$ cat src/npgc_ram.sv
`timescale 1ns / 1ps
// Generic single-port-write, single-port-read RAM with registered read data.
// No dependencies.
module npgc_ram #(
	parameter int WIDTH = 8,
	parameter int DEPTH = 64
) (
	input  logic                     clk,
	input  logic                     we,
	input  logic [$clog2(DEPTH)-1:0] waddr,
	input  logic [WIDTH-1:0]         wdata,
	input  logic [$clog2(DEPTH)-1:0] raddr,
	output logic [WIDTH-1:0]         rdata
);

	logic [WIDTH-1:0] mem [DEPTH];

	// Write port and registered read port.
	always_ff @(posedge clk) begin
		if (we) begin
			mem[waddr] <= wdata;
		end
		rdata <= mem[raddr];
	end

endmodule

$ cat config.mk
export PLATFORM = sky130hd
export DESIGN_NAME = npgc_ram
export DESIGN_NICKNAME = d
export VERILOG_FILES = /design/src/npgc_ram.sv
export SDC_FILE = /design/constraint.sdc
export NUM_CORES = 1
export LEC_CHECK = 0
export BUFFER_PORTS_ARGS = -buffer_cell sky130_fd_sc_hd__buf_2
export CORE_MARGIN = 2
export CORE_UTILIZATION = 40
export CTS_CLUSTER_DIAMETER = 40
export CTS_CLUSTER_SIZE = 14
export DETAILED_ROUTE_END_ITERATION = 16
export HOLD_SLACK_MARGIN = 0.02
export SYNTH_ARGS = -nofsm -noshare
export SYNTH_HDL_FRONTEND = slang
export SYNTH_SLANG_ARGS = --single-unit
export TNS_END_PERCENT = 30
$ cat constraint.sdc
create_clock -name clk -period 2.9 [get_ports clk]
set_clock_uncertainty 0.05 [all_clocks]
set_input_delay 0.435 -clock clk [delete_from_list [all_inputs] [get_ports clk]]
set_output_delay 0.435 -clock clk [all_outputs]
set_load 0.01 [all_outputs]
# Yosys cells after proc, flatten, opt, wreduce, memory -nomap -nowiden
# Memories as Yosys holds them, arrays and structs flattened. A register that Yosys moved wholly into a read port is not among the register bits.
# Index checks and enable logic that the tools add are counted.
# classes
n_addsub	0
mul	0
div	0
magnitude_cmp	0
n_eq_ne	0
shifts	0
n_mux	2
n_bitwise	0
n_reduce_logical	0
# ops
op	n
$mux 1	2
# totals
ff_bits	0
latchBits	0
ram_bits	512
rom_bits	0
in_bits	22
n_memories	1
# mem_list
name	words	width	rd	rd_ports_with_merged_regs	write_ports	line	source
mem	64	8	1	1	1	16	logic [WIDTH-1:0] mem [DEPTH];

# Depth between registers and ports, before layout
# Gate-level depths: netlist (run 1).
# logic_depth
word_depth	2
ltp_mapped	9
depth_no_buf	5

# Worst setup path before layout (run 1)
# No wires, ideal clock.
# synth_path
path_kind	input port to flip-flop
start	input raddr[1]
end	register rdata[3], read port of mem
setup_ps	128
arrival_time_ps	1975
slack_ps	747
path_stages	7
n_path_buf	3
cell_sequence	buf_4 > buf_2 > buf_2 > mux4_2 > mux4_2 > o21ai_1 > o41ai_1
# synth_lines
item	line	source
from (decl)	12	input logic [$clog2(DEPTH)-1:0] raddr,
to (decl)	13	output logic [WIDTH-1:0] rdata

==> summary.md, run 1 <==
| Metric | Value |
|---|---|
| Sw power | `approximately 0.0037 W` |
| Full die area | `approximately 52000 um^2` |
| Top-Level Pins | `30` |
| FF+latch count, synth | `520` |
| GPL Wtd Cong | `between 0.7 and 0.8` |
| Post_cts resized | `0` |
| Worst Tran Pin Value | `about 1.1 ns` |
| RSZ-0062 raised after global routing | `no` |
| Clk sink count | `520` |
| Core Box Area | `50000 um^2` |
| Row cnt | `82` |
| Worst-path maximum fanout | `1` |
| First-pass GRT wire length | `69.6 mm` |
| Status | `finished clean` |
| Int Power | `between 0.01 and 0.015 W` |
| Sequential share of power | `0.506` |
| Synth Warn # | `0` |
| Fin Setup TNS | `0 ns` |
| Commonest non-fill, non-tap cell in the layout | `edfxtp_1` |
| Max Cap Viol | `0` |
| Vias post-DR | `around 9900` |
| Critical Path Source Type | `flip-flop` |
| Seq/Total Area, Yosys | `0.770` |
| CTS Buf Count | `60` |
| Netlist cell types | `40` |
| Layout overhead on the synthesized area | `18.1%` |
| Ys flop type | `edfxtp_1` |
| Largest net degree at the start of global routing | `65` |
| Initial antenna violation count | `2` |
| Crit-path cells | `mux4_2 -> mux2_2 -> o221a_2 -> nor3_1 -> o32ai_1` |
| CP max stage cell | `mux4_2` |
| WP data required | `3.32 ns` |
| Cell Area, Synth | `between 20000 and 25000 um^2` |
| Worst hold path type | `in -> reg` |
| GRT Total Usage | `0.181` |
| Setup violations, final | `0` |
| Antenna-violating nets left | `0` |
| Post-Layout Inst Area | `about 24000 um^2` |
| Via density | `5.46` |
| EDFF count, synth | `512` |
| Max Root-Sink Buffers | `3` |
| Worst-path clk slew | `around 0.06 ns` |
| Share of flip-flops with an asynchronous set or reset | `0` |
| IO buf count | `29` |
| CTS Hold Bufs | `0` |
| Placed insts | `around 1700` |
| Register area | `approximately 16000 um^2` |
| Routed WL | `~47 mm` |
| Net Sw Frac | `0.222` |
| Synth area leader | `edfxtp_1` |
| Power Density | `slightly below 700 nW/um^2` |
| Min Hold Slack | `between 0.2 and 0.25 ns` |
| Routed length per instance | `~26 um` |
| Starting Density | `0.404` |
| Leak Pwr | `roughly 7.7 nW` |
| Finished Layout Cells | `approximately 1800` |
| Share of cells above drive strength 1 | `0.340` |
| Maximum clock frequency | `0.484 GHz` |
| Critical path capture point type | `flip-flop` |
| Cell Area, Placed | `about 22000 um^2` |
| Total Nets Final | `~1100` |
| Commonest non-fill, non-tap cells in the layout | `edfxtp_1 (512), mux4_2 (126), buf_4 (114), nor2_1 (83), clkbuf_16 (61)` |
| CTS tree | `built` |
| Mapped Avg Cell Area | `between 20 and 25 um^2` |
| Chip Width | `229 um` |
| Minimum clock period | `2.07 ns` |
| Post-CTS Setup Bufs | `0` |
| Hold Fails Final Rpt | `0` |
| # DRC | `0` |
| CP Class | `reg -> reg` |
| Root Buffer | `clkbuf_16` |
| Die Ht | `between 200 and 250 um` |
| CP max stage delay | `about 0.46 ns` |
| Footprint of the multi-input gates | `4320 um^2` |
| Mapped Nets | `962` |
| Number of global-route vias before repair | `between 10000 and 15000` |
| Final critical-path share of the clock period | `0.712` |
| Global route overflow | `0` |
| Top post-synthesis cells by area | `edfxtp_1 (76%), mux4_2 (14%), nor2_1 (1.5%)` |
| Clock power frac | `0.444` |
| Critical path arrival | `between 2 and 2.5 ns` |
| Max Slew Vio Count | `0` |
| Maximum VDD drop | `roughly 520 uV` |
| Comb pwr share | `0.049` |
| H-tree depth | `2` |
| Iter 0 DRT Violations | `1000` |
| Post-Synthesis Cells | `940` |
| DP HPWL | `approximately 30 mm` |
| # fillers | `4065` |
| Slew margin rel. | `0.233` |
| Synth top area share | `0.762` |
| Clk_lat worst skew | `about 0.62 ns` |
| Detailed Routing Iterations Pass 1 | `5` |
## metrics by stage
stage / utilization / power (W) / setup WS, ns
final: 0.476 / 0.0165 / 0.835
after global placement: 0.438 / 0.00932 / 0.216
after global routing: 0.476 / 0.0170 / 0.742
after detailed placement: 0.438 / 0.00933 / 0.203
after CTS: 0.476 / 0.0166 / 0.806
after floorplan: - / 0.00894 / 0.747
## cells by family after synthesis
| group | share of synthesized area |
|---|---|
| flops | 0.770 |
| compound gates | 0.0207 |
| mux | 0.159 |
| simple gates | 0.0339 |
| buf+inv | 0.0157 |
## per-layer routing
layer,wire [um],vias up,GRT usage,part of all wire
li1,-,4259,-,-
met1,20200,5332,0.254,0.43
met2,22900,265,0.294,0.49
met3,2450,74,0.0301,0.052
met4,1100,2,0.0527,0.024
met5,13,-,0,0.00028
## worst paths after layout
kind	startpoint	slack [ns]	end	depth (start not counted)
worst min-delay path	wdata[0]	0.20	mem[25][0]	1
worst max register to register	mem[24][6]	0.83	rdata[6]	5
worst min register to register	mem[23][0]	0.79	rdata[0]	4
worst max-delay path	mem[24][6]	0.83	rdata[6]	5
## critical path: cells and delay by family (launching register included)
kind | cells | cell delay, ns
flops | 1 | 0.38
simple gates | 1 | 0.33
compound gates | 2 | 0.42
mux | 2 | 0.75
## power by group through the flow
stage	Combinational [W]	Clock, W	Sequential [W]
6_report	0.000815	0.00732	0.00835
3_5_place_dp	0.000828	0	0.00851
2_1_floorplan	0.000443	0	0.00850
5_1_grt	0.000872	0.00777	0.00835
4_1_cts	0.000830	0.00745	0.00835
3_3_place_gp	0.000815	0	0.00850
## synth_stat cells (4+ instances only)
| library cell | count |
|---|---|
| a211oi_1 | 4 |
| a221oi_1 | 6 |
| buf_1 | 4 |
| buf_2 | 11 |
| buf_4 | 13 |
| buf_6 | 4 |
| clkbuf_1 | 17 |
| dfxtp_1 | 8 |
| edfxtp_1 | 512 |
| mux2_2 | 13 |
| mux2i_1 | 23 |
| mux4_2 | 126 |
| nand2_1 | 19 |
| nand2b_1 | 7 |
| nand3_1 | 13 |
| nor2_1 | 83 |
| nor2b_1 | 14 |
| nor3_1 | 7 |
| o221ai_1 | 8 |
| o22ai_1 | 8 |
## cell type report
class	instances	share of cell area
sequential	520	0.653
tap	672	0.0353
clock inverter	41	0.0163
clock buffer	66	0.0649
antenna	1	0.000105
multi-input combinational	369	0.181
timing repair buffer	150	0.0496
## flip-flops by register name, summed over array words and instances (netlist names)
| name | flops |
|---|---|
| mem | 512 |
| rdata | 8 |
Power figures use the tool's default switching activity.
==> run 2, diff against run 1 <==
- clock period: 2.9 -> 1.7 ns (I/O delays scaled with it)
==> run 2 against run 1 <==
Compared with the run above: the run now ends with setup timing left; worst setup slack worse by 1.0 ns; critical path depth is 1 higher; final cell count is 4.5% higher; clock power is 99% higher; critical path type unchanged; largest cell class unchanged; largest power group is now clock.
==> summary.md, run 2 (same netlist as run 1, synthesis figures left out) <==
| Metric | Value |
|---|---|
| Status | `finished, violations left` |
| Failing checks | `setup timing` |
| ANT cells | `0` |
| Max Root-Sink Buffers | `3` |
| Crit path launch | `mem[28][6]` |
| # DRC | `0` |
| Starting Density | `0.404` |
| Die Ht | `229 um` |
| Met3 wire length | `2.98 mm` |
| R2r startpoint | `mem[28][6]` |
| RSZ-0062 raised after global routing | `yes` |
| Critical Path Source Type | `flip-flop` |
| Hold wc startpoint | `wdata[3]` |
| Global route overflow | `0` |
| CP Class | `reg -> reg` |
| CTS tree | `built` |
| Initial antenna violation count | `1` |
| CP max stage cell | `mux4_2` |
| Iter 0 DRT Violations | `861` |
| Detailed Routing Iterations Pass 1 | `5` |
| Chip Width | `229 um` |
| Vias post-DR | `between 10000 and 15000` |
| CP Buf/Inv Count | `1` |
| GPL Wtd Cong | `between 0.7 and 0.8` |
| Highest routing layer actually used | `met4` |
| Post-layout util | `0.501` |
| Core Box Area | `between 40000 and 50000 um^2` |
| Largest register FFs | `512` |
| IO buf count | `29` |
| Slew margin rel. | `0.220` |
| Final critical-path share of the clock period | `1.12` |
| Full die area | `52200 um^2` |
| Top-Level Pins | `30` |
| Share of cells above drive strength 1 | `0.394` |
| Max Slew Vio Count | `0` |
| CTS Buf Count | `68` |
| WP data required | `between 2 and 2.5 ns` |
| Wl on met1 | `20.3 mm` |
| Largest net degree at the start of global routing | `65` |
| Routed length per instance | `25.1 um` |
| Total Nets Final | `1199` |
| Number of global-route vias before repair | `about 11000` |
| Met2 wire len | `approximately 23 mm` |
| Worst Hold End | `mem[29][3]` |
| Worst hold path type | `in -> reg` |
| Worst-path maximum fanout | `1` |
| Max Cap Viol | `0` |
| Row cnt | `between 80 and 90` |
| Register area | `~16000 um^2` |
| Root Buffer | `clkbuf_16` |
| Maximum VDD drop | `about 800 uV` |
| Footprint of the multi-input gates | `4470 um^2` |
| Setup violations, final | `8` |
| Worst Tran Pin Value | `around 1.2 ns` |
| Worst-path clk slew | `0.05 ns` |
| Hold Fails Final Rpt | `0` |
| DP HPWL | `30.7 mm` |
| Power Density | `about 1200 nW/um^2` |
| Minimum clock period | `1.90 ns` |
| Clk sink count | `520` |
| Via density | `5.36` |
| Antenna-violating nets left | `0` |
| CP max stage delay | `between 0.4 and 0.5 ns` |
| H-tree depth | `3` |
| Commonest non-fill, non-tap cell in the layout | `edfxtp_1` |
| Top Registers | `mem x512, rdata x8` |
| First-pass GRT wire length | `just over 70 mm` |
| Clk_lat worst skew | `0.59 ns` |
| Largest register by flop count | `mem` |
| Min Hold Slack | `between 0.15 and 0.2 ns` |
| GRT Total Usage | `0.186` |
| CP top delay family | `multiplexers` |
| R2R Setup Slk | `-0.20 ns` |
| Hold Path Stages | `1` |
| Worst reg-to-reg path cell count | `6` |
| Leak Pwr | `between 8 and 9 nW` |
| Commonest non-fill, non-tap cells in the layout | `edfxtp_1 (512), buf_4 (166), mux4_2 (126), nor2_1 (78), clkbuf_16 (70)` |
| Worst r2r dst | `rdata[6]` |
| Routed WL | `47.8 mm` |
| Critical path capture point type | `flip-flop` |
| Critical path arrival | `approximately 2.3 ns` |
| # fillers | `around 4000` |
| Layout overhead on the synthesized area | `24.1%` |
| Final WS setup | `-0.200 ns` |
| Crit-path cells | `mux4_2 -> mux2_4 -> o221a_4 -> nor3_4 -> buf_6 -> o32ai_2` |
| Maximum clock frequency | `0.526 GHz` |
-- run 2: changes by cell type in the layout (fill, tap and decap cells not counted), moves of 5 or more --
| cell | before | now |
|---|---|---|
| nor2_1 | 83 | 78 |
| nor2_2 | 0 | 5 |
| clkbuf_16 | 61 | 70 |
| buf_4 | 114 | 166 |
| bufinv_16 | 3 | 8 |
| buf_12 | 9 | 21 |
-- run 2: cell type report --
| cell class | count | share of cell area |
|---|---|---|
| clock buffer | 78 | 0.0712 |
| timing repair buffer | 218 | 0.0740 |
| sequential | 520 | 0.621 |
| clock inverter | 43 | 0.0217 |
| multi-input combinational | 369 | 0.179 |
| tap | 672 | 0.0336 |
-- run 2: worst max path at each step --
stage                     slack (ns)  cells after the start        to
after CTS                      -0.19                      6  rdata[6]
after global placement         -0.70                      6  rdata[7]
after floorplan                -0.15                      7  rdata[7]
after global routing           -0.26                      6  rdata[6]
final                          -0.20                      6  rdata[6]
after detailed placement       -0.66                      7  rdata[5]
-- run 2: power breakdown --
part	internal (W)	switching, W
clock network	0.00893	0.00565
registers	0.0142	0.0000534
logic	0.000701	0.000904
total	0.0238	0.00661
-- run 2: metal layers --
layer | global-route usage | up-vias
met4 | 0.0662 | 0
met2 | 0.296 | 349
li1 | - | 4424
met1 | 0.256 | 5344
met5 | 0 | -
met3 | 0.0357 | 76
-- run 2: metrics by stage --
step	power (W)	setup WS, ns	area [um^2]	setup TNS (ns)	instances
CTS	0.0307	-0.194	25000	-0.988	1897
floorplan	0.0153	-0.153	20300	-10.33	940
detailed placement	0.0161	-0.661	22500	-4.90	1776
finish	0.0304	-0.200	25000	-0.923	1900
global placement	0.0161	-0.701	22500	-4.96	1776
global route	0.0313	-0.259	25000	-1.35	1900
-- run 2: what timing repair did --
action / CTS / global route
pin swaps: 6 / 2
gates resized for setup: 21 / 4
endpoints found under the setup margin: 8 / 8
hold endpoints to repair: 3 / 1
buffers inserted: 0 / 0
