File: config.mk
export PLATFORM = sky130hd
export DESIGN_NAME = npgc_cordic
export DESIGN_NICKNAME = d
export VERILOG_FILES = /design/src/npgc_pkg.sv /design/src/npgc_cordic.sv
export SDC_FILE = /design/constraint.sdc
export NUM_CORES = 1
export LEC_CHECK = 0
export BUFFER_PORTS_ARGS = -buffer_cell sky130_fd_sc_hd__buf_2
export CAP_MARGIN = 30
export CELL_PAD_IN_SITES_DETAIL_PLACEMENT = 0
export CELL_PAD_IN_SITES_GLOBAL_PLACEMENT = 1
export CORE_UTILIZATION = 30
export DETAILED_ROUTE_END_ITERATION = 7
export GPL_TIMING_DRIVEN = 0
export PLACE_DENSITY = 0.57
export SLEW_MARGIN = 30
export SYNTH_ARGS = -nofsm -noshare
export SYNTH_HDL_FRONTEND = slang
export SYNTH_SLANG_ARGS = --single-unit
export TNS_END_PERCENT = 100
File: constraint.sdc
create_clock -name clk -period 8.85 [get_ports clk]
set_input_delay 0.885 -clock clk [delete_from_list [all_inputs] [get_ports clk]]
set_output_delay 0.885 -clock clk [all_outputs]
set_load 0.05 [all_outputs]
File: src/npgc_pkg.sv
`timescale 1ns / 1ps
// Shared types, constants and tables for the great-circle nearest point search.
// Used by the CORDIC unit, the square root unit and the top level.
package npgc_pkg;

	// Table size and iteration counts.
	localparam int MAX_ENTRIES  = 64;
	localparam int CORDIC_STEPS = 24;
	localparam int SQRT_STEPS   = 31;
	localparam int IDX_W        = $clog2(MAX_ENTRIES);
	localparam int CNT_W        = $clog2(MAX_ENTRIES + 1);

	// Fixed-point word for CORDIC vectors and angles (Q30 with headroom).
	localparam int Q_W = 34;
	typedef logic signed [Q_W-1:0] q_t;

	localparam logic [31:0]  KQ40        = 32'd1919010;
	localparam logic [33:0]  PI_Q30      = 34'd3373259426;
	localparam logic [33:0]  HALF_PI_Q30 = 34'd1686629713;
	localparam logic [30:0]  ONE_Q30     = 31'h4000_0000;
	localparam q_t           GAIN_INV    = 34'sd652032874;
	localparam logic [25:0]  DIST_MAX    = '1;

	// Configuration register indexes.
	localparam logic REG_ENTRY_COUNT   = 1'b0;
	localparam logic REG_SPHERE_RADIUS = 1'b1;

	// Sequencer states.
	typedef enum logic [4:0] {
		ST_IDLE,
		ST_ANG_MUL,
		ST_ANG_RED,
		ST_ROT_WAIT,
		ST_RD_WAIT,
		ST_RD_LATCH,
		ST_SQA_MUL,
		ST_SQA_RND,
		ST_CC_MUL,
		ST_CC_RND,
		ST_SQB_MUL,
		ST_SQB_RND,
		ST_PB_MUL,
		ST_PB_RND,
		ST_SQRT_Y,
		ST_SQRT_Y_WAIT,
		ST_SQRT_X,
		ST_SQRT_X_WAIT,
		ST_VEC,
		ST_VEC_WAIT,
		ST_DIST_MUL,
		ST_DIST_RND
	} st_t;

	// Which angle the shared rotation is working on.
	typedef enum logic [1:0] {
		PH_COSQ,
		PH_SLAT,
		PH_COS2,
		PH_SLON
	} ph_t;

	typedef struct packed {
		logic start;
		logic vect;
		q_t   x;
		q_t   y;
		q_t   z;
	} cordic_req_t;

	typedef struct packed {
		logic done;
		q_t   x;
		q_t   y;
		q_t   z;
	} cordic_rsp_t;

	typedef struct packed {
		logic        start;
		logic [30:0] val;
	} sqrt_req_t;

	typedef struct packed {
		logic        done;
		logic [30:0] root;
	} sqrt_rsp_t;

	// Arctangent of 2^-i in Q30 radians.
	function automatic q_t atan_q30(input int i);
		q_t v;
		case (i)
			0:       v = 34'sd843314857;
			1:       v = 34'sd497837829;
			2:       v = 34'sd263043837;
			3:       v = 34'sd133525159;
			4:       v = 34'sd67021687;
			5:       v = 34'sd33543516;
			6:       v = 34'sd16775851;
			7:       v = 34'sd8388437;
			8:       v = 34'sd4194283;
			9:       v = 34'sd2097149;
			default: v = (i <= 30) ? q_t'(34'd1 << (30 - i)) : '0;
		endcase
		return v;
	endfunction

endpackage

File: src/npgc_cordic.sv
`timescale 1ns / 1ps
// Iterative CORDIC, one micro-rotation per cycle, in rotation or vectoring mode.
// Depends on npgc_pkg for the word type, step count and arctangent table.
module npgc_cordic (
	input  logic                clk,
	input  logic                arst_n,
	input  npgc_pkg::cordic_req_t req,
	output npgc_pkg::cordic_rsp_t rsp
);
	import npgc_pkg::*;

	localparam int CW = $clog2(CORDIC_STEPS + 1);

	logic          run_q;
	logic          vect_q;
	logic [CW-1:0] cnt_q;
	q_t            x_q, y_q, z_q;
	q_t            dx, dy, at;
	logic          plus;

	// One micro-rotation; shifts of negative values floor.
	always_comb begin
		dx   = y_q >>> cnt_q;
		dy   = x_q >>> cnt_q;
		at   = atan_q30(int'(cnt_q));
		plus = vect_q ? !(y_q > 0) : (z_q >= 0);
	end

	// Control: run for the full step count, then flag the result.
	always_ff @(posedge clk or negedge arst_n) begin
		if (!arst_n) begin
			run_q <= 1'b0;
			cnt_q <= '0;
		end else if (req.start) begin
			run_q <= 1'b1;
			cnt_q <= '0;
		end else if (run_q) begin
			if (cnt_q == CW'(CORDIC_STEPS)) begin
				run_q <= 1'b0;
			end else begin
				cnt_q <= cnt_q + 1'b1;
			end
		end
	end

	// Vector and angle registers.
	always_ff @(posedge clk) begin
		if (req.start) begin
			vect_q <= req.vect;
			x_q    <= req.x;
			y_q    <= req.y;
			z_q    <= req.z;
		end else if (run_q && cnt_q != CW'(CORDIC_STEPS)) begin
			if (plus) begin
				x_q <= x_q - dx;
				y_q <= y_q + dy;
				z_q <= z_q - at;
			end else begin
				x_q <= x_q + dx;
				y_q <= y_q - dy;
				z_q <= z_q + at;
			end
		end
	end

	assign rsp.done = run_q && (cnt_q == CW'(CORDIC_STEPS));
	assign rsp.x    = x_q;
	assign rsp.y    = y_q;
	assign rsp.z    = z_q;

endmodule

; ---- Word-level counts from Yosys, hierarchy flattened
; Cells that the tools add are included.
[totals]
out_inout_bits = 103
inputBits = 106
latch_bits = 0
romBits = 0
elab_cells = 57
n_memories = 0
mem_bits_rw = 0
ff_bits = 109
[op_classes]
n_addsub = 8
muxes = 18
shift = 3
mul = 0
div = 0
bitwise = 0
magnitude_cmp = 3
reduce_logical = 7
eq_ne = 12
[ops]
columns = op, count
row1 = two-way mux 34 bit, 10
row2 = case mux 34 bit (10 select lines), 1
row3 = adder 34 bit, 3
row4 = subtractor 34 bit, 3
row5 = >>> shifter 34 x 5 -> 34 bit, 2
row6 = >= comparator 34 x 1 -> 1 bit (second input constant), 1
row7 = > comparator 34 x 1 -> 1 bit (second input constant), 1
row8 = << shifter 1 x 32 -> 34 bit (first input constant), 1
row9 = equality test 5 x 3 -> 1 bit (second input constant), 4
row10 = two-way mux 5 bit, 3
row11 = equality test 5 x 2 -> 1 bit (second input constant), 2
row12 = equality test 5 x 4 -> 1 bit (second input constant), 2
row13 = subtractor 5 x 5 -> 6 bit (first input constant), 1
row14 = adder 5 x 1 -> 5 bit (second input constant), 1
row15 = equality test 5 x 1 -> 1 bit (second input constant), 1
row16 = equality test 5 bit (second input constant), 1
row17 = less-or-equal comparator 5 bit (second input constant), 1
row18 = zero test 5 bit, 1
row19 = inequality test 5 bit (second input constant), 1
row20 = two-way mux 1 bit, 4
row21 = nonzero test 2 bit, 2
row22 = logical AND 1 bit, 2
row23 = inequality test 2 bit (second input constant), 1
row24 = AND reduction 2 bit, 1
row25 = zero test 1 bit, 1

; ---- Depth between registers and ports, before layout
[depth]
word_depth = 8
depth_mapped = 34

; ---- Worst setup path before layout
; Ideal clock, no wire load.
[synth_timing]
kind = reg-to-reg
start = register cnt_q[1]
end = register z_q[32] (data pin)
path_stages_with_launch = 33
setup_time_ns = 0.136
t_arrival_ns = 6.240
t_required_ns = 8.714
path_buffers = 9
setup_slack_ns = 2.474
path_cell_list = dfrtp_1 > buf_6 > buf_8 > buf_8 > buf_6 > buf_6 > buf_8 > buf_4 > inv_1 > ha_1 > buf_1 > a21oi_1 > o22ai_2 > nor4_4 > buf_6 > and2_1 > a21o_1 > inv_1 > ha_1 > nand4_1 > nor2_1 > a21oi_1 > xor2_1 > ha_1 > and4_1 > a221oi_1 > nand2_1 > o211ai_1 > a21boi_0 > o21a_1 > o21a_1 > or4b_2 > nand3_1
[synth_via]
elab_chain_cells = 8
elab_cells_between_ends = 20
cone_classes = add/sub (3) / order compare (1) / eq/ne (9) / shift (1) / mux (5) / reduce/logical (1)
[synth_lines]
columns = element, line
row1 = "start, declared", npgc_cordic.sv:16  ; logic [CW-1:0] cnt_q;
row2 = "start signal, assigned", npgc_cordic.sv:41  ; cnt_q <= cnt_q + 1'b1;
row3 = subtractor 5 x 5 -> 6 bit, npgc_pkg.sv:101  ; default: v = (i <= 30) ? q_t'(34'd1 << (30 - i)) : '0;
row4 = << shifter 1 x 32 -> 34 bit, npgc_pkg.sv:101
row5 = two-way mux 34 bit, npgc_pkg.sv:101
row6 = case mux 34 bit (10 select lines) (*), npgc_pkg.sv:90  ; case (i)
row7 = adder 34 bit / subtractor 34 bit (equally long branches), "npgc_cordic.sv:61, npgc_cordic.sv:57"
row8 = two-way mux 34 bit (*), npgc_cordic.sv:54  ; if (plus) begin
row9 = two-way mux 34 bit (*), npgc_cordic.sv:53  ; end else if (run_q && cnt_q != CW'(CORDIC_STEPS)) begin
row10 = two-way mux 34 bit (*), npgc_cordic.sv:48  ; if (req.start) begin
row11 = "end signal, assigned", npgc_cordic.sv:52  ; z_q <= req.z;
row12 = "end signal, assigned", npgc_cordic.sv:57  ; z_q <= z_q - at;
row13 = "end signal, assigned", npgc_cordic.sv:61  ; z_q <= z_q + at;
row14 = "end, declared", npgc_cordic.sv:17  ; q_t x_q, y_q, z_q;
; Every way passes the cells marked *; elsewhere a longest branch is shown, timed or not. The select of a mux whose other input is x is not followed.
; A chain may end at the register's enable or synchronous reset.

; ---- Worst setup path in the final report
[layout_timing]
start = register cnt_q[0]
end = register z_q[32] (data pin)
; The elaborated chain is that of the path after synthesis.

==> run summary <==
most area-consuming cells after synthesis -> edfxtp_1 18%, ha_1 7.9%, mux4_2 5.6%
Slew headroom -> 29.9%
DRT antenna net count -> 0
Yosys top cell by area -> edfxtp_1
Starting Density -> 30.5%
post-CTS sizing -> 0
cts-stage hold buffer count -> 0
crit path buf inv count -> 6
TritonCTS clock tree -> built
wire length on met2 -> 38700 um
worst r2r path cells -> 27
Max Cap Violations -> 0
WS Path Type -> reg -> reg
post-DR wirelength/cell -> 27.1 um
Placed Cells -> 2981
DR WL met3 -> 3630 um
num rows -> 86
Post-Synthesis Cell Area -> 0.0168 mm^2
endpoints failing setup -> 0
clock latency on the worst-skew pair -> 0.40 ns
GR Overflow Total -> 0
EDFF count, synth -> 103
reg-to-reg critical path endpoint -> z_q[32]
delay-heaviest family, CP -> simple AND/OR/NAND/NOR gates
Die ar. -> 0.0570 mm^2
DRT iter0 DRCs -> 1428
WP data required -> 9.12 ns
final std cells w/o fill -> 2997
Worst path most repeated cell -> ha_1
clock-pin slew on the worst setup and hold paths -> 0.08 ns
Critical R2R Launch -> cnt_q[0]
number of diodes -> 0
post-detail-place hpwl -> 65300 um
Seq/Total Area, Yosys -> 19.3%
Clock H-tree levels -> 3
Hold Path Class -> in -> async
first-pass GRT wire length -> 116000 um
Met1 Wirelength -> 35800 um
top sig layer -> met5
YS warnings -> 0
Slew Limit Fails -> 0
CP peak stage delay -> 0.68 ns
Area Growth Syn to Fin -> 14.1%
synthesized area per cell -> 8.32 um^2
Worst Path Max Fanout -> 11
Hold Vio Cnt, Final -> 0
Synth top area share -> 18.4%
final core occ -> 34.8%
fmax -> 120 MHz
gate count of the mapped netlist -> 2022
Remaining DRCs -> 0
1st-pass router iterations -> 6
share of cells above drive strength 1 -> 18.8%
Core ar. -> 0.0552 mm^2
flops & latches, synth -> 109
deepest clock path buffer count -> 2
largest net degree at the start of global routing -> 44
Crit. End Element -> flop
Buffers on Ports -> 208
worst-margin pin slew -> 1.04 ns
clk root buf -> clkbuf_16
min Tclk post-route -> 8.32 ns
I/O pins -> 209
Reg2Reg Setup Slack -> 0.53 ns
Die H -> 239 um
final cycle utilization of the critical path -> 94.0%
most frequent cell after synthesis -> nand2_1
Final Skew -> 0.00887 ns
Total Neg Setup Slack -> 0 ns
RD Place Congestion -> 0.999
unrepaired setup endpoints after global routing -> false
initial antenna violation count -> 1
CTS Sinks -> 109
Global Route Usage Sum -> 28.0%
vias in the first global route -> 17000
syn_nets -> 2237
Die Span X -> 239 um
DR vias/cell -> 5.83
Distinct cells, synth -> 108
Total Nets Final -> 2460
slowest CP cell -> buf_1
outcome -> finished clean
CTS buffer count -> 9
via count -> 17500
Synth async-reset ratio -> 5.50%
crit start category -> flop
Worst Path Arrival -> 8.58 ns
Post CTS Setup Buffer Count -> 0
top_reg_cell synth -> edfxtp_1
Commonest cells post-synth -> 227 x nand2_1, 173 x o21ai_0, 156 x nor2_1
final wirelength -> 81100 um
flip-flops by register name, summed over array words and instances (netlist names):
name and count:
cnt_q 5, z_q 34, x_q 34, run_q 1
y_q 34, vect_q 1
area by class of cell:
cell class | count | area [um^2]
Fill cell | 5887 | 36000
Multi-Input combinational cell | 1742 | 12800
Sequential cell | 109 | 3240
Timing Repair Buffer | 212 | 1120
Tap cell | 748 | 936
Buffer | 124 | 647
Clock buffer | 9 | 225
Inverter | 47 | 176
Clock inverter | 6 | 71.3
logic make-up (layout without fill, tap and decap cells):
| family | Yosys count | after routing | share of synthesized area, % |
|---|---|---|---|
| AO/OA/AOI/OAI | 649 | 649 | 25.2 |
| XOR/XNOR | 176 | 176 | 9.16 |
| adder cells (fa/ha/maj) | 109 | 109 | 8.24 |
| buffers and inverters | 171 | 398 | 4.83 |
| flip-flops | 109 | 109 | 19.3 |
| multiplexers | 172 | 172 | 14.5 |
| AND/OR/NAND/NOR | 636 | 636 | 18.8 |
worst max-delay path by stage:
| stage | startpoint | end | slack [ns] | cells past startpoint |
|---|---|---|---|---|
| 2_1_floorplan | cnt_q[1] | z_q[32] | 2.47 | 32 |
| 6_report | cnt_q[0] | z_q[32] | 0.53 | 27 |
| 3_3_place_gp | cnt_q[0] | z_q[32] | 0.55 | 27 |
| 3_5_place_dp | cnt_q[0] | z_q[32] | 0.60 | 27 |
| 5_1_grt | cnt_q[0] | z_q[32] | 0.01 | 27 |
| 4_1_cts | cnt_q[0] | z_q[32] | 0.52 | 27 |
layer usage:
layer,vias up,GRT usage (%)
met4,2,11.0
met5,-,0
met1,8674,36.8
met2,590,47.0
li1,8104,-
met3,115,2.83
cells in the final DEF (no fill, tap or decap), types with 36 or more instances in the layout:
master / instances
buf_2: 234
nand2_1: 227
o21ai_0: 173
nor2_1: 156
a21oi_1: 150
ha_1: 106
edfxtp_1: 103
xnor2_1: 91
xor2_1: 85
mux2i_1: 73
clkbuf_1: 56
a21o_1: 55
inv_1: 46
mux2_2: 43
mux4_2: 42
nand2b_1: 36
per-stage QoR:
step           cell area [um^2]  hold WS (ns)  setup slack (ns)
6_report                  19200         0.292             0.532
5_1_grt                   19200         0.279            0.0128
4_1_cts                   19200         0.261             0.521
3_5_place_dp              18900         0.636             0.596
3_3_place_gp              18800         0.619             0.547
2_1_floorplan             16800         0.560              2.47
Power is left out: the tool's default activity adds up to more than one toggle a clock period on the data nets, which glitch-free logic cannot reach.
