[src/npgc_pkg.sv]
`timescale 1ns / 1ps
// Shared types, constants and tables for the great-circle nearest point search.
// Used by the CORDIC unit, the square root unit and the top level.
package npgc_pkg;

	// Table size and iteration counts.
	localparam int MAX_ENTRIES  = 64;
	localparam int CORDIC_STEPS = 24;
	localparam int SQRT_STEPS   = 31;
	localparam int IDX_W        = $clog2(MAX_ENTRIES);
	localparam int CNT_W        = $clog2(MAX_ENTRIES + 1);

	// Fixed-point word for CORDIC vectors and angles (Q30 with headroom).
	localparam int Q_W = 34;
	typedef logic signed [Q_W-1:0] q_t;

	localparam logic [31:0]  KQ40        = 32'd1919010;
	localparam logic [33:0]  PI_Q30      = 34'd3373259426;
	localparam logic [33:0]  HALF_PI_Q30 = 34'd1686629713;
	localparam logic [30:0]  ONE_Q30     = 31'h4000_0000;
	localparam q_t           GAIN_INV    = 34'sd652032874;
	localparam logic [25:0]  DIST_MAX    = '1;

	// Configuration register indexes.
	localparam logic REG_ENTRY_COUNT   = 1'b0;
	localparam logic REG_SPHERE_RADIUS = 1'b1;

	// Sequencer states.
	typedef enum logic [4:0] {
		ST_IDLE,
		ST_ANG_MUL,
		ST_ANG_RED,
		ST_ROT_WAIT,
		ST_RD_WAIT,
		ST_RD_LATCH,
		ST_SQA_MUL,
		ST_SQA_RND,
		ST_CC_MUL,
		ST_CC_RND,
		ST_SQB_MUL,
		ST_SQB_RND,
		ST_PB_MUL,
		ST_PB_RND,
		ST_SQRT_Y,
		ST_SQRT_Y_WAIT,
		ST_SQRT_X,
		ST_SQRT_X_WAIT,
		ST_VEC,
		ST_VEC_WAIT,
		ST_DIST_MUL,
		ST_DIST_RND
	} st_t;

	// Which angle the shared rotation is working on.
	typedef enum logic [1:0] {
		PH_COSQ,
		PH_SLAT,
		PH_COS2,
		PH_SLON
	} ph_t;

	typedef struct packed {
		logic start;
		logic vect;
		q_t   x;
		q_t   y;
		q_t   z;
	} cordic_req_t;

	typedef struct packed {
		logic done;
		q_t   x;
		q_t   y;
		q_t   z;
	} cordic_rsp_t;

	typedef struct packed {
		logic        start;
		logic [30:0] val;
	} sqrt_req_t;

	typedef struct packed {
		logic        done;
		logic [30:0] root;
	} sqrt_rsp_t;

	// Arctangent of 2^-i in Q30 radians.
	function automatic q_t atan_q30(input int i);
		q_t v;
		case (i)
			0:       v = 34'sd843314857;
			1:       v = 34'sd497837829;
			2:       v = 34'sd263043837;
			3:       v = 34'sd133525159;
			4:       v = 34'sd67021687;
			5:       v = 34'sd33543516;
			6:       v = 34'sd16775851;
			7:       v = 34'sd8388437;
			8:       v = 34'sd4194283;
			9:       v = 34'sd2097149;
			default: v = (i <= 30) ? q_t'(34'd1 << (30 - i)) : '0;
		endcase
		return v;
	endfunction

endpackage

[src/npgc_isqrt.sv]
`timescale 1ns / 1ps
// Bit-serial integer square root of val * 2^30, one result bit per cycle.
// Depends on npgc_pkg for the request and response types.
module npgc_isqrt (
	input  logic                clk,
	input  logic                arst_n,
	input  npgc_pkg::sqrt_req_t req,
	output npgc_pkg::sqrt_rsp_t rsp
);
	import npgc_pkg::*;

	localparam int CW = $clog2(SQRT_STEPS + 1);

	logic          run_q;
	logic [CW-1:0] cnt_q;
	logic [61:0]   rad_q;
	logic [34:0]   rem_q;
	logic [30:0]   root_q;
	logic [34:0]   rem_sh, trial;
	logic          fits;

	// Restoring step: bring down two radicand bits and try the next root bit.
	always_comb begin
		rem_sh = {rem_q[32:0], rad_q[61:60]};
		trial  = {2'b00, root_q, 2'b01};
		fits   = rem_sh >= trial;
	end

	always_ff @(posedge clk or negedge arst_n) begin
		if (!arst_n) begin
			run_q <= 1'b0;
			cnt_q <= '0;
		end else if (req.start) begin
			run_q <= 1'b1;
			cnt_q <= '0;
		end else if (run_q) begin
			if (cnt_q == CW'(SQRT_STEPS)) begin
				run_q <= 1'b0;
			end else begin
				cnt_q <= cnt_q + 1'b1;
			end
		end
	end

	always_ff @(posedge clk) begin
		if (req.start) begin
			rad_q  <= {1'b0, req.val, 30'd0};
			rem_q  <= '0;
			root_q <= '0;
		end else if (run_q && cnt_q != CW'(SQRT_STEPS)) begin
			rad_q <= {rad_q[59:0], 2'b00};
			if (fits) begin
				rem_q  <= rem_sh - trial;
				root_q <= {root_q[29:0], 1'b1};
			end else begin
				rem_q  <= rem_sh;
				root_q <= {root_q[29:0], 1'b0};
			end
		end
	end

	assign rsp.done = run_q && (cnt_q == CW'(SQRT_STEPS));
	assign rsp.root = root_q;

endmodule

[config.mk]
export PLATFORM = sky130hd
export DESIGN_NAME = npgc_isqrt
export DESIGN_NICKNAME = d
export VERILOG_FILES = /design/src/npgc_pkg.sv /design/src/npgc_isqrt.sv
export SDC_FILE = /design/constraint.sdc
export NUM_CORES = 1
export LEC_CHECK = 0
export BUFFER_PORTS_ARGS = -buffer_cell sky130_fd_sc_hd__clkbuf_2
export CAP_MARGIN = 10
export CORE_MARGIN = 1
export CORE_UTILIZATION = 60
export DETAILED_ROUTE_END_ITERATION = 6
export HOLD_SLACK_MARGIN = 0.1
export PLACE_DENSITY = 0.81
export SLEW_MARGIN = 10
export SYNTH_ARGS = -nofsm -noshare
export SYNTH_HDL_FRONTEND = slang
export SYNTH_SLANG_ARGS = --single-unit
export TNS_END_PERCENT = 50
[constraint.sdc]
create_clock -name clk -period 4.3 [get_ports clk]
set_input_delay 0.43 -clock clk [delete_from_list [all_inputs] [get_ports clk]]
set_output_delay 0.43 -clock clk [all_outputs]
set_load 0.005 [all_outputs]
# Yosys cells after proc, flatten, opt, wreduce, memory -nomap -nowiden
# Index checks and enable logic that the tools add are counted.
dict set report word_totals {
  inputBits 34
  latch_bits 0
  mem_bits_ro 0
  out_inout_bits 32
  ram_bits 0
  elab_cells 27
  ff_bits 102
  n_memories 0
}
dict set report classes {
  magnitude_cmp 1
  bitwise_logic 0
  n_mux 10
  eq_ne 3
  addsub 2
  reduce_logical 5
  mul 0
  shift 0
  div_mod_pow 0
}
# cell count
set op_table {}
lappend op_table {{61-bit two-way mux} 2}
lappend op_table {{35-bit by 33-bit >= comparator with 1-bit output} 1}
lappend op_table {{33-bit two-way mux} 1}
lappend op_table {{33-bit subtractor} 1}
lappend op_table {{5-bit two-way mux} 3}
lappend op_table {{5-bit by 1-bit adder with 5-bit output, second input constant} 1}
lappend op_table {{5-bit == test, second input constant} 1}
lappend op_table {{5-bit != test, second input constant} 1}
lappend op_table {{1-bit two-way mux} 4}
lappend op_table {{2-bit nonzero test} 2}
lappend op_table {{1-bit logical AND} 2}
lappend op_table {{2-bit != test, second input constant} 1}
lappend op_table {{2-bit AND reduction} 1}

# Logic depth before layout (Yosys ltp)
# Gate-level depths: netlist of run 1.
dict set report logic_depth {
  word_depth 4
  ltp_mapped 13
  ltp_nobuf 11
}

# Least setup slack after synthesis of run 1
# No wires, ideal clock.
dict set report synth_timing {
  path_kind {reg2reg}
  startpoint {reg root_q[14]}
  endpoint {reg rem_q[11]}
  arrival_ns 2.469
  stages_incl_launch_ff 12
  setup_time_ns 0.132
  setup_slack_ns 1.699
  t_required_ns 4.168
  period_less_slack_ns 2.601
  n_path_buf 1
  cell_sequence {dfxtp_1 -> inv_1 -> ha_1 -> a21o_1 -> a21o_1 -> a221oi_1 -> a21boi_4 -> o31ai_4 -> a31oi_4 -> buf_4 -> mux2i_1 -> a21oi_1}
}
dict set report synth_via {
  elab_chain_len 2
}
# element line_no
set synth_lines {}
lappend synth_lines {{start: declaration} npgc_isqrt.sv:18} ;# logic [30:0] root_q;
lappend synth_lines {{start signal: assignment} npgc_isqrt.sv:54} ;# root_q <= {root_q[29:0], 1'b1};
lappend synth_lines {{start signal: assignment} npgc_isqrt.sv:57} ;# root_q <= {root_q[29:0], 1'b0};
lappend synth_lines {{35-bit by 33-bit >= comparator with 1-bit output} npgc_isqrt.sv:26} ;# fits = rem_sh >= trial;
lappend synth_lines {{33-bit two-way mux} npgc_isqrt.sv:52} ;# if (fits) begin
lappend synth_lines {{end signal: assignment} npgc_isqrt.sv:53} ;# rem_q <= rem_sh - trial;
lappend synth_lines {{end signal: assignment} npgc_isqrt.sv:56} ;# rem_q <= rem_sh;
lappend synth_lines {{end: declaration} npgc_isqrt.sv:17} ;# logic [34:0] rem_q;
# Every way passes these cells.
# A chain may end at the register's enable or synchronous reset.

# Worst setup path in the final report of run 1
dict set report layout_timing {
  startpoint {reg root_q[8]}
  endpoint {reg rem_q[20]}
}
dict set report layout_via {
  elab_chain_len 2
  elab_cells_between_ends 3
  cone_classes {1 x add/sub; 1 x order compare; 1 x mux}
}
# element line_no
set layout_lines {}
lappend layout_lines {{33-bit subtractor / 35-bit by 33-bit >= comparator with 1-bit output (equally long branches)} {npgc_isqrt.sv:53, npgc_isqrt.sv:26}}
lappend layout_lines {{33-bit two-way mux (*)} npgc_isqrt.sv:52}
# Every way passes the cells marked *; elsewhere a longest branch is shown, timed or not.

==> results of run 1 <==
per-layer routing:
layer	vias to the layer above	GRT usage	share of wire
li1	2499	-	-
met1	2385	0.3488	0.46
met2	123	0.4563	0.48
met3	36	0.04555	0.036
met4	0	0.1070	0.025
met5	-	0	0
area by class of cell:
cell class	instances	area, µm²
well taps	129	161.4
inverters	40	150.1
multi-input cells	497	3256
fillers	762	2869
flip-flops and latches	102	2382
clock buffers	9	123.9
repair buffers	72	380.4
clock inverters	7	92.59
report_power, final:
part,switching [µW],internal (µW),total [µW]
registers,121,1160,1280
clock network,379,288,667
logic,1430,1120,2560
cells by family after synthesis:
group | Yosys count | share of synthesized area
AO/OA/AOI/OAI | 213 | 0.2277
buffers and inverters | 74 | 0.05123
flip-flops | 102 | 0.4014
adder cells (fa/ha/maj) | 35 | 0.07379
multiplexers | 35 | 0.06515
XOR/XNOR | 27 | 0.03985
AND/OR/NAND/NOR | 187 | 0.1408
cells in the final DEF (no fill, tap or decap), drive strengths merged, types with 11 or more instances in the layout:
cell type and instances:
a21oi 97, nand2 92, clkbuf 74, dfxtp 65
inv 43, o21ai 43, nor2 39, ha 35
edfxtp 31, mux2 29, xor2 16, and3 11
xnor2 11
timing repair:
action	4_1_cts	5_1_grt
buffers inserted	0	0
hold buffers	1	0
hold endpoints to repair	6	0
critical path: cells and delay by family, from the launching register on:
family / cells / cell delay (ns)
DFF: 1 / 0.40
buffers and inverters: 2 / 0.40
and+or+nand+nor: 1 / 0.11
AOI/OAI and AO/OA: 8 / 1.76
adders and majority gates: 1 / 0.38
per-stage QoR:
stage	cells	worst slack, ns	cell area, µm²	util
after detailed placement	839	1.159	6320	0.6712
after CTS	856	1.138	6546	0.6953
after global routing	856	0.8307	6546	0.6953
after floorplan	673	1.699	5934	-
after global placement	839	1.274	6320	0.6712
final	856	1.138	6546	0.6953
path summary, 6_finish.rpt:
| kind | from | to | slack, ns | cells after the start |
|---|---|---|---|---|
| min | req[0] | rad_q[30]$_SDFFCE_PN0P_ | 0.33 | 2 |
| max in group asynchronous | arst_n | cnt_q[2]$_DFFE_PN0P_ | 3.74 | 2 |
| max reg2reg | root_q[8]$_SDFFE_PP0P_ | rem_q[20]$_SDFFE_PP0P_ | 1.14 | 12 |
| max | root_q[8]$_SDFFE_PP0P_ | rem_q[20]$_SDFFE_PP0P_ | 1.14 | 12 |
| min in group asynchronous | arst_n | cnt_q[0]$_DFFE_PN0P_ | 0.40 | 2 |
| min reg2reg | root_q[25]$_SDFFE_PP0P_ | root_q[26]$_SDFFE_PP0P_ | 0.49 | 2 |
sequential cells by signal (all words and copies together) (netlist names):
| register | flops |
|---|---|
| cnt_q | 5 |
| rad_q | 32 |
| rem_q | 33 |
| root_q | 31 |
| run_q | 1 |
==> Flow_metrics.wiki, run 1 <==
{| class="wikitable"
! Metric !! Value
|-
| Residual DRC || 0
|-
| Yosys cell types || between 60 and 70
|-
| WP data required || 4.56 ns
|-
| Top fanout value on the critical path || 21
|-
| Area enclosed by the die boundary || a little over 10,000 µm²
|-
| Post-layout minimum cycle time || 3.162 ns
|-
| Initial DRC count || 222
|-
| Yosys warnings || 0
|-
| Total inserted antenna cells || 0
|-
| Gates resized, CTS repair || 0
|-
| CTS root buf || clkbuf_8
|-
| Share of the synthesized area in the top cell type || 0.2193
|-
| Source-to-sink clock delay at the later pin of the worst-skew pair || 0.38 ns
|-
| Share of flip-flops with an asynchronous set or reset || 0.05882
|-
| Max-Slew Margin vs Limit || 0.2042
|-
| Master of the slowest instance on the critical path || a31oi_4
|-
| Cell types with the largest area share after synthesis || dfxtp_1 (22%), edfxtp_1 (16%), a21oi_1 (8.0%), ha_1 (7.4%), nand2_1 (5.8%)
|-
| Gr ovfl total || 0
|-
| Status || complete, no violations
|-
| Slew at the pin with the worst max-slew slack || 1.192 ns
|-
| Routability congestion estimate || 0.9122
|-
| Cells traversed along the worst timing path || inv_1 -> ha_1 -> a21oi_1 -> o221ai_1 -> a221oi_1 -> a21boi_4 -> o31ai_4 -> a31oi_4 -> buf_4 -> nand2_1 -> o221ai_1 -> a21oi_1
|-
| Pin count of the biggest net entering global routing || 88
|-
| Final total power || between 4000 and 5000 µW
|-
| Initial core utilization || 0.6303
|-
| Maximum cell stage delay along the critical path || 0.42 ns
|-
| WL final || between 10,000 and 15,000 µm
|-
| Area growth from synthesis to final layout || 10.31%
|-
| Number of synthesized flops with an enable pin || 31
|-
| Number of buffer cells added on primary ports || 65
|-
| Number of top-level pins || between 60 and 70
|-
| Number of max-cap violations || 0
|-
| Top cell types by occurrence after synthesis || a21oi_1 (95), nand2_1 (92), dfxtp_1 (65), inv_1 (39), nor2_1 (39)
|-
| Cell type with the highest aggregate area in the netlist || dfxtp_1
|-
| Number of buffers inserted during clock tree synthesis || 9
|-
| Number of max-slew violations in the final report || 0
|-
| Die Ht || 101.5 µm
|-
| Total Routing Usage GR || 0.2713
|-
| Total core area || 9415 µm²
|-
| Achievable frequency || 0.3162 GHz
|-
| CP endpoint kind || flip-flop
|-
| Worst hold slack || 0.3286 ns
|-
| Crit Path Category || flip-flop to flip-flop
|-
| Worst Skew || 0.01727 ns
|-
| Launching element type of the critical path || flip-flop
|-
| CTS Buffer Depth || 2
|-
| Vias per cell || 5.891
|-
| Endpoint arrival time on the critical path || 3.42 ns
|-
| Chip Width || around 100 µm
|-
| Initial antenna violation count || 0
|-
| Post-Synthesis Cell Area || between 5000 and 6000 µm²
|-
| Period utilisation layout || 0.7354
|-
| Vias in the first global route || 4,854
|-
| Proportion of synthesized chip area in sequential cells || 0.4014
|-
| Most frequent cell after synthesis || a21oi_1
|-
| HPWL after detailed placement || 9335 µm
|-
| Global-route wire length before repair || 22,190 µm
|-
| Post-route ant nets || 0
|-
| Hold crit path type || primary input to flip-flop
|-
| Syn nets || 742
|-
| Max rail drop VDD || 0.0002781 V
|-
| Leading register cell type out of synthesis || dfxtp_1
|-
| CTS tree || done
|-
| CTS H-Tree Depth || 3
|-
| RSZ-0062 raised after global routing || false
|-
| Clock sink count || 102
|-
| Synth Area per Inst || slightly below 9 µm²
|-
| Count of nets after finishing || 791
|-
| Share of cells above drive strength 1 || 0.1774
|-
| Final routed wire length divided by cell count || 15.72 µm
|-
| Number of vias in the routed layout || between 5,000 and 6,000
|-
| Clk pin slew, worst setup/hold paths || between 0.1 and 0.15 ns
|-
| First drt pass iteration count || 5
|-
| Number of instances in the synthesized netlist || 673
|-
| Power density over the cells || 688.0 nW/µm²
|-
| Sum of negative setup slack || 0 ns
|-
| Final setup violation count || 0
|-
| Number of placement rows || 35
|-
| Final Hold Fails || 0
|-
| Static leakage || between 0.002 and 0.003 µW
|-
| Total of flip-flops plus latches after synthesis || 102
|}
No activity file was read; power rests on OpenSTA's default activity.
==> inputs of run 2 (changes only) <==
--- a/config.mk
+++ b/config.mk
@@ -8,10 +8,10 @@
 export BUFFER_PORTS_ARGS = -buffer_cell sky130_fd_sc_hd__clkbuf_2
 export CAP_MARGIN = 10
 export CORE_MARGIN = 1
-export CORE_UTILIZATION = 60
+export CORE_UTILIZATION = 53
 export DETAILED_ROUTE_END_ITERATION = 6
 export HOLD_SLACK_MARGIN = 0.1
-export PLACE_DENSITY = 0.81
+export PLACE_DENSITY = 0.76
 export SLEW_MARGIN = 10
 export SYNTH_ARGS = -nofsm -noshare
 export SYNTH_HDL_FRONTEND = slang
==> constraint.sdc (replaced) <==
create_clock -name clk -period 2.6 [get_ports clk]
set_input_delay 0.26 -clock clk [delete_from_list [all_inputs] [get_ports clk]]
set_output_delay 0.26 -clock clk [all_outputs]
set_load 0.005 [all_outputs]
==> run 2 against run 1 <==
Net effect:
- the run now ends with negative setup slack left
- clock-buffer cell count is 1 higher
- routed wire length is 19% higher
- clock skew down 0.0035 ns
- critical path depth rose by 1
- non-clock buffer count grew 127
- register-to-register slack got worse by 1.2 ns
- first-iteration DRC count grew 37%
- design area is 22% higher
- worst setup slack lost 1.2 ns
- combinational power rose to 2.5 times the previous value
- largest cell class unchanged
- highest routed layer unchanged
==> Flow_metrics.wiki, run 2 (synthesis gave the netlist of run 1 again) <==
{| class="wikitable"
! Metric !! Value
|-
| CP endpoint kind || flip-flop (unchanged)
|-
| Status || complete, but fails checks (was complete, no violations)
|-
| Max rail drop VDD || 0.0006021 V (was 0.0002781 V)
|-
| Final Hold Fails || 0 (unchanged)
|-
| Final total power || 9586 µW (was 4504 µW)
|-
| WL final || 16,020 µm (was 13,460 µm)
|-
| Most common cell after layout, fill and taps aside || buf_4 (was a21oi_1)
|-
| Share of cells above drive strength 1 || 0.3864 (was 0.1774)
|-
| Sum of negative setup slack || -0.1801 ns (was 0 ns)
|-
| Routability congestion estimate || 0.9000 (was 0.9122)
|-
| First drt pass iteration count || 5 (unchanged)
|-
| Global-route wire length before repair || 25,420 µm (was 22,190 µm)
|-
| Number of instances in the placed design || 965 (was 839)
|-
| Number of vias in the routed layout || 5,575 (was 5,043)
|-
| Slew at the pin with the worst max-slew slack || 0.6024 ns (was 1.192 ns)
|-
| Vias in the first global route || 5,485 (was 4,854)
|-
| Launching element type of the critical path || flip-flop (unchanged)
|-
| Initial DRC count || 304 (was 222)
|-
| Post-layout minimum cycle time || 2.656 ns (was 3.162 ns)
|-
| Number of buffers inserted during clock tree synthesis || 9 (unchanged)
|-
| CTS tree || done (unchanged)
|-
| Gr ovfl total || 0 (unchanged)
|-
| Final setup violation count || 10 (was 0)
|-
| Total inserted antenna cells || 0 (unchanged)
|-
| Count of nets after finishing || 918 (was 791)
|-
| Initial core utilization || 0.5450 (was 0.6303)
|-
| CTS root buf || clkbuf_8 (unchanged)
|-
| Initial antenna violation count || 0 (unchanged)
|-
| Achievable frequency || 0.3765 GHz (was 0.3162 GHz)
|-
| Static leakage || 0.003382 µW (was 0.002680 µW)
|-
| Worst Slack Setup Final || -0.05583 ns (was 1.138 ns)
|-
| Chip Width || 107.8 µm (was 101.5 µm)
|-
| HPWL after detailed placement || 10,700 µm (was 9335 µm)
|-
| Number of top-level pins || 66 (unchanged)
|-
| Worst hold slack || 0.1394 ns (was 0.3286 ns)
|-
| Crit Path Category || flip-flop to flip-flop (unchanged)
|-
| WP data required || 2.91 ns (was 4.56 ns)
|-
| Pin count of the biggest net entering global routing || 67 (was 88)
|-
| Clock sink count || 102 (unchanged)
|-
| Residual DRC || 0 (unchanged)
|-
| Source-to-sink clock delay at the later pin of the worst-skew pair || 0.39 ns (was 0.38 ns)
|-
| Worst Skew || 0.01376 ns (was 0.01727 ns)
|-
| Max reg flops || 33 (unchanged)
|-
| CTS Buffer Depth || 2 (unchanged)
|-
| Max-Slew Margin vs Limit || 0.5880 (was 0.2042)
|-
| Post-route ant nets || 0 (unchanged)
|-
| Register name with the most flops || rem_q (unchanged)
|-
| Number of buffer cells added on primary ports || 65 (unchanged)
|-
| Top fanout value on the critical path || 7 (was 21)
|-
| Count of placed standard cells in the final layout, fillers left out || 994 (was 856)
|-
| Largest registers || rem_q: 33 flops, rad_q: 32 flops, root_q: 31 flops (unchanged)
|-
| Power density over the cells || 1200 nW/µm² (was 688.0 nW/µm²)
|-
| Number of max-slew violations in the final report || 0 (unchanged)
|-
| Area growth from synthesis to final layout || 34.56% (was 10.31%)
|-
| Failing checks || negative setup slack
|-
| Number of max-cap violations || 0 (unchanged)
|-
| Commonest non-fill, non-tap cells in the layout || buf_4 (122), nand2_1 (89), a21oi_1 (82) (was a21oi_1 (95), nand2_1 (92), clkbuf_2 (65), dfxtp_1 (65))
|-
| Total core area || 10,890 µm² (was 9415 µm²)
|-
| CTS H-Tree Depth || 3 (unchanged)
|-
| RSZ-0062 raised after global routing || true (was false)
|-
| Die Ht || 107.8 µm (was 101.5 µm)
|-
| Hold crit path type || primary input to flip-flop (unchanged)
|-
| Endpoint arrival time on the critical path || 2.97 ns (was 3.42 ns)
|-
| Clk pin slew, worst setup/hold paths || 0.11 ns (about the same)
|-
| Vias per cell || 5.609 (was 5.891)
|-
| Total Routing Usage GR || 0.2798 (was 0.2713)
|-
| Number of placement rows || 38 (was 35)
|-
| Area enclosed by the die boundary || 11,620 µm² (was 10,290 µm²)
|-
| Period utilisation layout || 1.021 (was 0.7354)
|-
| Placement-stage cell area || 7234 µm² (was 6320 µm²)
|-
| Final design instance area without fill || 7985 µm² (was 6546 µm²)
|-
| Final routed wire length divided by cell count || 16.11 µm (was 15.72 µm)
|}
run 2: layout make-up:
class	instances	area, µm²
Clock buffer	10	127.6
Timing Repair Buffer	199	1445
Multi-Input combinational cell	497	3635
Clock inverter	6	52.55
Sequential cell	102	2400
Tap cell	140	175.2
Fill cell	790	2903
Inverter	40	150.1
run 2: what timing repair did:
item                                   CTS  global route
pin swaps                               13            39
gates resized for setup                 42            48
setup endpoints to repair               33            33
hold buffers                             1             0
setup buffers                            5             5
endpoints found under the hold margin    6             0
gates cloned                             2             2
run 2: power by group:
part,switching (µW),total [µW],internal [µW]
Clock,615,983,368
Sequential,216,2140,1920
Combinational,3080,6460,3390
run 2: critical path, stage by stage, from the launching register on:
cell	delay, ns
dfxtp_2	0.35
inv_2	0.04
ha_4	0.27
o21a_1	0.17
o221ai_2	0.15
o21ai_2	0.20
a21boi_4	0.09
o31ai_4	0.27
a31oi_4	0.13
buf_12	0.16
buf_8	0.13
nand2b_4	0.15
a211o_1	0.23
o31ai_1	0.22
run 2: through the flow:
step	setup slack, ns	utilization
after floorplan	-0.001232	-
after global placement	-0.1530	0.6644
after detailed placement	-0.1600	0.6644
after CTS	-0.002829	0.7117
after global routing	-0.1640	0.7334
final	-0.05583	0.7334
run 2: path summary, 6_finish.rpt:
path	start	end	slack (ns)	cells after the start
max	root_q[0]$_SDFFE_PP0P_	rem_q[26]$_SDFFE_PP0P_	-0.06	13
min	req[0]	rad_q[30]$_SDFFCE_PN0P_	0.14	2
max reg2reg	root_q[0]$_SDFFE_PP0P_	rem_q[26]$_SDFFE_PP0P_	-0.06	13
min reg2reg	rad_q[61]$_SDFFE_PP0P_	rad_q[61]$_SDFFE_PP0P_	0.49	2
max in group asynchronous	arst_n	cnt_q[2]$_DFFE_PN0P_	2.21	2
min in group asynchronous	arst_n	cnt_q[0]$_DFFE_PN0P_	0.23	2
run 2: layer usage:
layer | share of wire | GRT usage
met5 | 0 | 0
met4 | 0.015 | 0.09002
met3 | 0.035 | 0.05085
met2 | 0.52 | 0.4986
met1 | 0.44 | 0.3379
